File: src/eip_pkg.sv
// Shared types and constants for the Ethernet/VLAN/IPv4/L4 header parser.
// No dependencies; imported by every module of the block.
package eip_pkg;

	localparam int COUNT_WIDTH_DEF = 32;
	localparam int QUEUE_DEPTH     = 2;
	localparam int QPTR_W          = (QUEUE_DEPTH > 1) ? $clog2(QUEUE_DEPTH) : 1;
	localparam int QCNT_W          = $clog2(QUEUE_DEPTH + 1);

	localparam logic [15:0] TAG_TYPE  = 16'h8100;
	localparam logic [15:0] IPV4_TYPE = 16'h0800;

	localparam logic [6:0] TYPE_POS    = 7'd12;
	localparam logic [6:0] TAG_LEN     = 7'd4;
	localparam logic [6:0] L3_UNTAGGED = 7'd14;
	localparam logic [6:0] L3_TAGGED   = 7'd18;
	localparam logic [6:0] POS_MAX     = 7'd127;
	localparam logic [6:0] PROTO_OFS   = 7'd9;

	localparam logic [7:0] PROTO_TCP  = 8'd6;
	localparam logic [7:0] PROTO_UDP  = 8'd17;
	localparam logic [7:0] PROTO_SCTP = 8'd132;

	localparam logic [6:0] TCP_HDR_LEN  = 7'd20;
	localparam logic [6:0] UDP_HDR_LEN  = 7'd8;
	localparam logic [6:0] SCTP_HDR_LEN = 7'd12;

	typedef enum logic [2:0] {
		ST_RUNT,
		ST_NOT_IPV4,
		ST_OTHER,
		ST_TRUNC,
		ST_TCP,
		ST_UDP,
		ST_SCTP
	} eip_status_t;

	// one classified frame, front to back
	typedef struct packed {
		eip_status_t status;
		logic [15:0] src_port;
		logic [15:0] dst_port;
		logic [15:0] payload_len;
		logic [6:0]  payload_offset;
	} eip_rec_t;

	typedef struct packed {
		logic empty;
		logic full;
	} eip_qstat_t;

endpackage

File: src/eip_front.sv
// Byte-level front end: tracks position in the frame, captures header fields
// and classifies the frame on its last byte. Depends on eip_pkg.
module eip_front (
	input  logic                clk,
	input  logic                arst_n,
	input  logic                in_valid,
	output logic                in_ready,
	input  logic [7:0]          in_byte,
	input  logic                in_last,
	input  eip_pkg::eip_qstat_t qstat,
	output logic                push,
	output eip_pkg::eip_rec_t   rec
);
	import eip_pkg::*;

	logic [6:0]  pos_q;
	logic        vlan_q;
	logic [15:0] etype_q;
	logic [5:0]  ihl_q;
	logic [15:0] tot_q;
	logic [7:0]  proto_q;
	logic [31:0] ports_q;

	logic [15:0] etype_n;
	logic        vlan_n;
	logic [5:0]  ihl_n;
	logic [15:0] tot_n;
	logic [7:0]  proto_n;
	logic [31:0] ports_n;
	logic [6:0]  l3;
	logic [6:0]  l3_rel;
	logic [6:0]  l4_rel;
	logic [6:0]  l4_start;
	logic [6:0]  l4_len;
	logic        accept;

	assign in_ready = !qstat.full;
	assign accept   = in_valid && in_ready;
	assign push     = accept && in_last;

	always_comb begin
		etype_n = etype_q;
		vlan_n  = vlan_q;
		ihl_n   = ihl_q;
		tot_n   = tot_q;
		proto_n = proto_q;
		ports_n = ports_q;

		if (pos_q == TYPE_POS) begin
			etype_n = {in_byte, 8'h00};
		end else if (pos_q == TYPE_POS + 7'd1) begin
			etype_n = {etype_q[15:8], in_byte};
			vlan_n  = ({etype_q[15:8], in_byte} == TAG_TYPE);
		end
		l3 = vlan_n ? L3_TAGGED : L3_UNTAGGED;
		// inner ethertype after the tag
		if (vlan_n && pos_q == TYPE_POS + TAG_LEN) begin
			etype_n = {in_byte, 8'h00};
		end else if (vlan_n && pos_q == TYPE_POS + TAG_LEN + 7'd1) begin
			etype_n = {etype_n[15:8], in_byte};
		end

		if (pos_q == l3) begin
			ihl_n = {in_byte[3:0], 2'b00};
		end else if (pos_q == l3 + 7'd2) begin
			tot_n = {in_byte, 8'h00};
		end else if (pos_q == l3 + 7'd3) begin
			tot_n = {tot_q[15:8], in_byte};
		end else if (pos_q == l3 + PROTO_OFS) begin
			proto_n = in_byte;
		end

		// port bytes sit at l3 + ihl .. +3, even when ihl is below 20
		l3_rel   = pos_q - l3;
		l4_rel   = l3_rel - {1'b0, ihl_n};
		l4_start = l3 + {1'b0, ihl_n};
		if (pos_q >= l3 && l3_rel >= {1'b0, ihl_n} && l4_rel < 7'd4) begin
			ports_n = {ports_q[23:0], in_byte};
		end

		rec    = '0;
		l4_len = '0;
		if (pos_q < TYPE_POS + 7'd1) begin
			rec.status = ST_RUNT;
		end else if (pos_q < l3 - 7'd1) begin
			rec.status = ST_TRUNC;
		end else if (etype_n != IPV4_TYPE) begin
			rec.status = ST_NOT_IPV4;
		end else if (pos_q < l3 + PROTO_OFS) begin
			rec.status = ST_TRUNC;
		end else if (proto_n != PROTO_TCP && proto_n != PROTO_UDP && proto_n != PROTO_SCTP) begin
			rec.status = ST_OTHER;
		end else if (pos_q < l4_start + 7'd3) begin
			rec.status = ST_TRUNC;
		end else if (proto_n == PROTO_TCP) begin
			rec.status = ST_TCP;
			l4_len     = TCP_HDR_LEN;
		end else if (proto_n == PROTO_UDP) begin
			rec.status = ST_UDP;
			l4_len     = UDP_HDR_LEN;
		end else begin
			rec.status = ST_SCTP;
			l4_len     = SCTP_HDR_LEN;
		end

		if (rec.status == ST_TCP || rec.status == ST_UDP || rec.status == ST_SCTP) begin
			rec.src_port       = ports_n[31:16];
			rec.dst_port       = ports_n[15:0];
			rec.payload_len    = tot_n - {10'd0, ihl_n};
			rec.payload_offset = l4_start + l4_len;
		end
	end

	always_ff @(posedge clk or negedge arst_n) begin
		if (!arst_n) begin
			pos_q   <= '0;
			vlan_q  <= 1'b0;
			etype_q <= '0;
			ihl_q   <= '0;
			tot_q   <= '0;
			proto_q <= '0;
			ports_q <= '0;
		end else if (accept) begin
			if (in_last) begin
				pos_q   <= '0;
				vlan_q  <= 1'b0;
				etype_q <= '0;
				ihl_q   <= '0;
				tot_q   <= '0;
				proto_q <= '0;
				ports_q <= '0;
			end else begin
				if (pos_q != POS_MAX) begin
					pos_q <= pos_q + 7'd1;
				end
				vlan_q  <= vlan_n;
				etype_q <= etype_n;
				ihl_q   <= ihl_n;
				tot_q   <= tot_n;
				proto_q <= proto_n;
				ports_q <= ports_n;
			end
		end
	end

endmodule

File: src/eip_queue.sv
// Short queue of classified frame records between front and back end.
// Depends on eip_pkg.
module eip_queue (
	input  logic                clk,
	input  logic                arst_n,
	input  logic                push,
	input  eip_pkg::eip_rec_t   wr_rec,
	input  logic                pop,
	output eip_pkg::eip_rec_t   rd_rec,
	output eip_pkg::eip_qstat_t qstat
);
	import eip_pkg::*;

	eip_rec_t            mem_q [QUEUE_DEPTH];
	logic [QPTR_W-1:0]   wr_ptr_q;
	logic [QPTR_W-1:0]   rd_ptr_q;
	logic [QCNT_W-1:0]   cnt_q;

	assign qstat.empty = (cnt_q == '0);
	assign qstat.full  = (cnt_q == QCNT_W'(QUEUE_DEPTH));
	assign rd_rec      = mem_q[rd_ptr_q];

	always_ff @(posedge clk) begin
		if (push) begin
			mem_q[wr_ptr_q] <= wr_rec;
		end
	end

	always_ff @(posedge clk or negedge arst_n) begin
		if (!arst_n) begin
			wr_ptr_q <= '0;
			rd_ptr_q <= '0;
			cnt_q    <= '0;
		end else begin
			if (push) begin
				wr_ptr_q <= (wr_ptr_q == QPTR_W'(QUEUE_DEPTH - 1)) ? '0 : wr_ptr_q + 1'b1;
			end
			if (pop) begin
				rd_ptr_q <= (rd_ptr_q == QPTR_W'(QUEUE_DEPTH - 1)) ? '0 : rd_ptr_q + 1'b1;
			end
			if (push && !pop) begin
				cnt_q <= cnt_q + 1'b1;
			end else if (pop && !push) begin
				cnt_q <= cnt_q - 1'b1;
			end
		end
	end

endmodule

File: src/eip_back.sv
// Back end: frame and protocol counters plus the registered result stage.
// Depends on eip_pkg.
module eip_back #(
	parameter int COUNT_WIDTH = eip_pkg::COUNT_WIDTH_DEF
) (
	input  logic                clk,
	input  logic                arst_n,
	input  eip_pkg::eip_qstat_t qstat,
	input  eip_pkg::eip_rec_t   rec,
	output logic                pop,
	output logic                out_valid,
	input  logic                out_ready,
	output logic [151:0]        out_data,
	output logic [2:0]          out_user
);
	import eip_pkg::*;

	logic [COUNT_WIDTH-1:0] frame_cnt_q;
	logic [COUNT_WIDTH-1:0] tcp_cnt_q;
	logic [COUNT_WIDTH-1:0] udp_cnt_q;
	logic [COUNT_WIDTH-1:0] frame_cnt_n;
	logic [COUNT_WIDTH-1:0] tcp_cnt_n;
	logic [COUNT_WIDTH-1:0] udp_cnt_n;
	logic                   valid_q;
	logic [151:0]           data_q;
	logic [2:0]             user_q;

	assign pop       = !qstat.empty && (!valid_q || out_ready);
	assign out_valid = valid_q;
	assign out_data  = data_q;
	assign out_user  = user_q;

	always_comb begin
		frame_cnt_n = frame_cnt_q + 1'b1;
		tcp_cnt_n   = (rec.status == ST_TCP) ? tcp_cnt_q + 1'b1 : tcp_cnt_q;
		udp_cnt_n   = (rec.status == ST_UDP) ? udp_cnt_q + 1'b1 : udp_cnt_q;
	end

	always_ff @(posedge clk or negedge arst_n) begin
		if (!arst_n) begin
			valid_q     <= 1'b0;
			frame_cnt_q <= '0;
			tcp_cnt_q   <= '0;
			udp_cnt_q   <= '0;
		end else begin
			if (pop) begin
				valid_q     <= 1'b1;
				frame_cnt_q <= frame_cnt_n;
				tcp_cnt_q   <= tcp_cnt_n;
				udp_cnt_q   <= udp_cnt_n;
			end else if (out_ready) begin
				valid_q <= 1'b0;
			end
		end
	end

	always_ff @(posedge clk) begin
		if (pop) begin
			user_q <= rec.status;
			data_q <= {1'b0, 32'(udp_cnt_n), 32'(tcp_cnt_n), 32'(frame_cnt_n),
				rec.payload_offset, rec.payload_len, rec.dst_port, rec.src_port};
		end
	end

endmodule

File: src/eth_ipv4_l4_header_parser.sv
// Ethernet/VLAN/IPv4 header parser with TCP/UDP/SCTP port extraction.
// Top level; depends on eip_pkg, eip_front, eip_queue and eip_back.
//
// Frame bytes enter one per transfer on s_axis, tlast on the final byte, and
// the block takes one byte every cycle while the record queue has room. Each
// frame yields one result transfer on m_axis; its record passes through the
// record queue and then the output register. The front end only stalls when
// the two-entry record queue is full, which needs the output side to hold off
// for a run of very short frames. Results carry the frame status in tuser,
// and ports, payload length, payload offset and the running frame, TCP and
// UDP counters in tdata; counters wrap at COUNT_WIDTH bits and show their low
// 32 bits.
module eth_ipv4_l4_header_parser #(
	parameter int COUNT_WIDTH = eip_pkg::COUNT_WIDTH_DEF
) (
	input  logic         clk,
	input  logic         arst_n,
	input  logic         s_axis_tvalid,
	output logic         s_axis_tready,
	input  logic [7:0]   s_axis_tdata,  // [7:0] byte_value
	input  logic         s_axis_tlast,
	output logic         m_axis_tvalid,
	input  logic         m_axis_tready,
	// [15:0] src_port, [31:16] dst_port, [47:32] payload_len,
	// [54:48] payload_offset, [86:55] frames_seen, [118:87] tcp_seen,
	// [150:119] udp_seen, [151] zero
	output logic [151:0] m_axis_tdata,
	output logic [2:0]   m_axis_tuser   // [2:0] status
);
	import eip_pkg::*;

	eip_qstat_t qstat;
	eip_rec_t   wr_rec;
	eip_rec_t   rd_rec;
	logic       push;
	logic       pop;

	eip_front u_front (
		.clk      (clk),
		.arst_n   (arst_n),
		.in_valid (s_axis_tvalid),
		.in_ready (s_axis_tready),
		.in_byte  (s_axis_tdata),
		.in_last  (s_axis_tlast),
		.qstat    (qstat),
		.push     (push),
		.rec      (wr_rec)
	);

	eip_queue u_queue (
		.clk    (clk),
		.arst_n (arst_n),
		.push   (push),
		.wr_rec (wr_rec),
		.pop    (pop),
		.rd_rec (rd_rec),
		.qstat  (qstat)
	);

	eip_back #(
		.COUNT_WIDTH (COUNT_WIDTH)
	) u_back (
		.clk       (clk),
		.arst_n    (arst_n),
		.qstat     (qstat),
		.rec       (rd_rec),
		.pop       (pop),
		.out_valid (m_axis_tvalid),
		.out_ready (m_axis_tready),
		.out_data  (m_axis_tdata),
		.out_user  (m_axis_tuser)
	);

	// the queue never takes a record it has no room for
	a_no_overflow: assert property (@(posedge clk) disable iff (!arst_n)
		!(push && qstat.full && !pop))
		else $error("record queue overflow");

	// non-L4 results carry zero ports, length and offset
	a_zero_fields: assert property (@(posedge clk) disable iff (!arst_n)
		(m_axis_tvalid && (m_axis_tuser == ST_RUNT || m_axis_tuser == ST_NOT_IPV4 ||
			m_axis_tuser == ST_OTHER || m_axis_tuser == ST_TRUNC))
		|-> (m_axis_tdata[54:0] == '0))
		else $error("non-L4 result with non-zero fields");

	// a taken result with nothing queued leaves the output empty
	a_drain: assert property (@(posedge clk) disable iff (!arst_n)
		(m_axis_tvalid && m_axis_tready && qstat.empty) |=> !m_axis_tvalid)
		else $error("stale result after transfer");

endmodule

File: config.mk
export PLATFORM = sky130hd
export DESIGN_NAME = eth_ipv4_l4_header_parser
export DESIGN_NICKNAME = d
export VERILOG_FILES = /design/src/eip_pkg.sv /design/src/eip_front.sv /design/src/eip_queue.sv /design/src/eip_back.sv /design/src/eth_ipv4_l4_header_parser.sv
export SDC_FILE = /design/constraint.sdc
export NUM_CORES = 1
export LEC_CHECK = 0
export BUFFER_PORTS_ARGS = -buffer_cell sky130_fd_sc_hd__buf_2
export CAP_MARGIN = 25
export CORE_AREA = 2 2 148 295
export DETAILED_ROUTE_END_ITERATION = 6
export DIE_AREA = 0 0 150 297
export GPL_TIMING_DRIVEN = 0
export PLACE_DENSITY = 0.68
export SLEW_MARGIN = 15
export SYNTH_ARGS = -nofsm -noshare
export SYNTH_HDL_FRONTEND = slang
export SYNTH_SLANG_ARGS = --single-unit
File: constraint.sdc
create_clock -name clk -period 9.3 [get_ports clk]
set_input_delay 0.93 -clock clk [delete_from_list [all_inputs] [get_ports clk]]
set_output_delay 0.93 -clock clk [all_outputs]
set_load 0.02 [all_outputs]
==> summary.md <==
| Metric | Value |
|---|---|
| Status | complete, no violations |
| Number of synthesized flops with an enable pin | 270 |
| Worst slew margin relative to its limit | a little under a third |
| WP buf/inv | 7 |
| R2R Setup Slk | about 0.83 ns |
| PwrDens | approximately 240 nW/um2 |
| First-pass GRT wire length | between 70 and 80 mm |
| Leakage | roughly 10 nW |
| N_diodes | 0 |
| Crit end category | register |
| Final setup violation count | 0 |
| Worst skew pair latency | between 0.5 and 0.6 ns |
| Drt total wl | approximately 44 mm |
| Most frequent cells in the layout | edfxtp_1, nand2_1, dfrtp_1 |
| FFs w/ async S/R, synth | 40.9% |
| DR DRC count | 0 |
| Maxcap violations | 0 |
| Post-CTS setup buffer count | 0 |
| All-Layer GR Usage | 20.1% |
| Worst r2r src | u_front.pos_q[1] |
| Sw frac | 31.7% |
| TritonCTS buffer count | 41 |
| Clk sinks | approximately 460 |
| Core area | 42,300 um2 |
| Yosys cell types | 73 |
| Post-synthesis register bit count | 457 |
| Final period util | 91.1% |
| Clock root buffer master | clkbuf_16 |
| Seq pwr share | between 40% and 50% |
| RSZ-0062 raised after global routing | no |
| Worst Hold Slack | about 0.18 ns |
| Final core occ | between 50% and 60% |
| Routed Antenna Nets | 0 |
| Clock group share of total power | between 20% and 30% |
| Vias | between 10,000 and 15,000 |
| Main synth FF type | edfxtp_1 |
| CTS tree | yes |
| Area grow syn2layout | 14.5% |
| Sw power | between 0.0015 and 0.002 W |
| Skew final | 0.0142 ns |
| Layout cells sized above 1 | between 15 and 20% |
| # nets final | about 2,000 |
| Crit path max fanout | 10 |
| Power share of the combinational group | between 20% and 30% |
| Max-slew violation count | 0 |
| H-tree depth | 2 |
| CP required | roughly 9.6 ns |
| Hold Buf Count CTS | 0 |
| Crit start category | register |
| Delay of the slowest cell on the worst path | between 0.5 and 0.6 ns |
| VDD IR max | 0.161 mV |
| Synthesized cell area | 20,900 um2 |
| Tightest Pin Transition | about 1 ns |
| Initial DRC count | 781 |
| Delay-heaviest family, CP | adder cells |
| Initial core utilization | around half |
| Die area | about 45,000 um2 |
| Port Buf Inserts | 167 |
| Placed wire-length estimate | 31.2 mm |
| Placer Congestion | 0.875 |
| Synthesis Warnings | 0 |
| Hold violation count in the final report | 0 |
| Synthesized Nets | 1,785 |
| Clk slew on worst S/H paths | 0.06 ns |
| Via count of the first global-routing pass | 13,200 |
| Slowest CP cell | mux2i_2 |
| Minimum clock period | approximately 8.5 ns |
| Initial antenna violation count | 0 |
| Reg2reg path depth | 33 |
| Worst r2r dst | u_queue.mem_q[1][6] |
| CTS resizes | 0 |
| Via/cell ratio | ~5.4 |
| Max Freq | ~0.12 GHz |
| CP Class | reg2reg |
| Data arrival, critical path | about 8.7 ns |
| CTS max path bufs | 3 |
| Cell-internal power | about 0.0040 W |
| Inst Count DP | about 2,400 |
| Congestion Overflow GR | 0 |
| Most common cell after layout, fill and taps aside | edfxtp_1 |
| Syn avg cell area | 12.1 um2 |
| Die extent in y | between 200 and 300 um |
| Sequential element share of the synthesized area | about 61% |
| Wire per inst | approximately 18 um |
| Layout Cells excl Fill | approximately 2,500 |
| DRT Pass-1 Iters | 5 |
| Std cell rows | about 110 |
| Largest net degree at the start of global routing | 91 |
| Chip width | 150 um |
| Mapped Cells | about 1,700 |
| Worst hold path type | in2async |
| I/O pin total | 170 |
## how the worst max path moves through the flow
stage | depth (start not counted) | to | startpoint | slack, ns
final | 33 | u_queue.mem_q[1][6] | u_front.pos_q[1] | 0.83
after global routing | 33 | u_queue.mem_q[1][6] | u_front.pos_q[1] | 0.13
after CTS | 30 | u_queue.mem_q[0][5] | u_front.pos_q[1] | 0.22
after detailed placement | 30 | u_queue.mem_q[1][5] | u_front.pos_q[1] | 0.26
after global placement | 8 | u_back.tcp_cnt_q[16] | m_axis_tready | -0.10
after floorplan | 31 | u_queue.mem_q[0][5] | u_front.pos_q[1] | 2.34
## final cells by class
type	instances	area [um2]
fill	3572	18400
sequential	457	12800
multi-input combinational	1158	7670
clock buffer	56	1140
timing repair buffer	176	1050
tap	545	682
buffer	81	360
clock inverter	19	136
inverter	30	113
## flip-flops by register name, summed over array words and instances, names as in the netlist, 2 cells and up
name,count
u_back.out_data,151
u_queue.mem_q,116
u_back.frame_cnt_q,32
u_back.tcp_cnt_q,32
u_back.udp_cnt_q,32
u_front.ports_q,32
u_front.etype_q,16
u_front.tot_q,16
u_front.proto_q,8
u_front.pos_q,7
u_front.ihl_q,6
u_back.out_user,3
u_queue.cnt_q,2
## per-stage QoR
stage / total power, W / TNS (ns) / area, um2 / setup slack [ns]
6_report: 0.00584 / 0 / 23900 / 0.827
4_1_cts: 0.00592 / 0 / 23900 / 0.218
2_1_floorplan: 0.00376 / 0 / 20900 / 2.34
5_1_grt: 0.00613 / 0 / 23900 / 0.133
3_5_place_dp: 0.00428 / 0 / 22600 / 0.261
3_3_place_gp: 0.00430 / -0.307 / 22400 / -0.100
## cells by family after synthesis
kind of cell               synth area share (%)
and+or+nand+nor                            12.5
AOI/OAI and AO/OA                          7.58
xor gates and xnor gates                   9.26
other                                    0.0179
adders and majority gates                  2.90
DFF                                        61.2
buffers and inverters                      2.24
muxes                                      4.36
## worst register-to-register path: cells and delay by family, from the launching register on
| kind | cells | cell delay, ns |
|---|---|---|
| AO/OA/AOI/OAI | 7 | 1.49 |
| XOR/XNOR | 3 | 0.63 |
| adder cells (fa/ha/maj) | 6 | 2.11 |
| multiplexers | 2 | 0.99 |
| flip-flops | 1 | 0.51 |
| buffers and inverters | 7 | 1.09 |
| AND/OR/NAND/NOR | 8 | 1.39 |
## metal layers
metal	vias to the layer above	wire length [um]	part of all wire [%]	GRT usage, %
li1	6543	-	-	-
met1	6506	18800	42	26.9
met2	365	22100	50	33.8
met3	86	2020	4.6	2.45
met4	0	1450	3.3	6.99
met5	-	0	0	0
## power by group through the flow
stage,clock (W),sequential [W],combinational (W)
after floorplan,0,0.00318,0.000584
after global placement,0,0.00290,0.00140
final,0.00163,0.00278,0.00144
after CTS,0.00167,0.00278,0.00147
after global routing,0.00175,0.00281,0.00156
after detailed placement,0,0.00282,0.00146
## synth_stat cells (5+ instances only)
| library cell | number | area share [%] |
|---|---|---|
| a211oi_1 | 5 | 0.18 |
| a21o_1 | 5 | 0.18 |
| a21oi_1 | 42 | 1.0 |
| a21oi_2 | 11 | 0.46 |
| a22o_1 | 29 | 1.2 |
| a22oi_1 | 40 | 1.4 |
| and2_1 | 12 | 0.36 |
| and3_1 | 25 | 0.75 |
| buf_1 | 10 | 0.18 |
| buf_2 | 14 | 0.34 |
| clkbuf_1 | 51 | 0.92 |
| dfrtp_1 | 187 | 22 |
| edfxtp_1 | 270 | 39 |
| ha_1 | 42 | 2.5 |
| inv_1 | 28 | 0.50 |
| mux2_2 | 60 | 3.2 |
| mux2i_1 | 20 | 0.96 |
| nand2_1 | 223 | 4.0 |
| nand2b_1 | 11 | 0.33 |
| nand3_1 | 46 | 1.1 |
| nand4_1 | 23 | 0.69 |
| nor2_1 | 147 | 2.6 |
| nor2b_1 | 7 | 0.21 |
| nor3_1 | 28 | 0.67 |
| nor4_1 | 7 | 0.21 |
| o211ai_1 | 5 | 0.18 |
| o21ai_0 | 61 | 1.5 |
| o21ai_1 | 14 | 0.34 |
| or4_1 | 5 | 0.18 |
| xnor2_1 | 118 | 4.9 |
| xor2_1 | 103 | 4.3 |
Power figures use the tool's default switching activity.
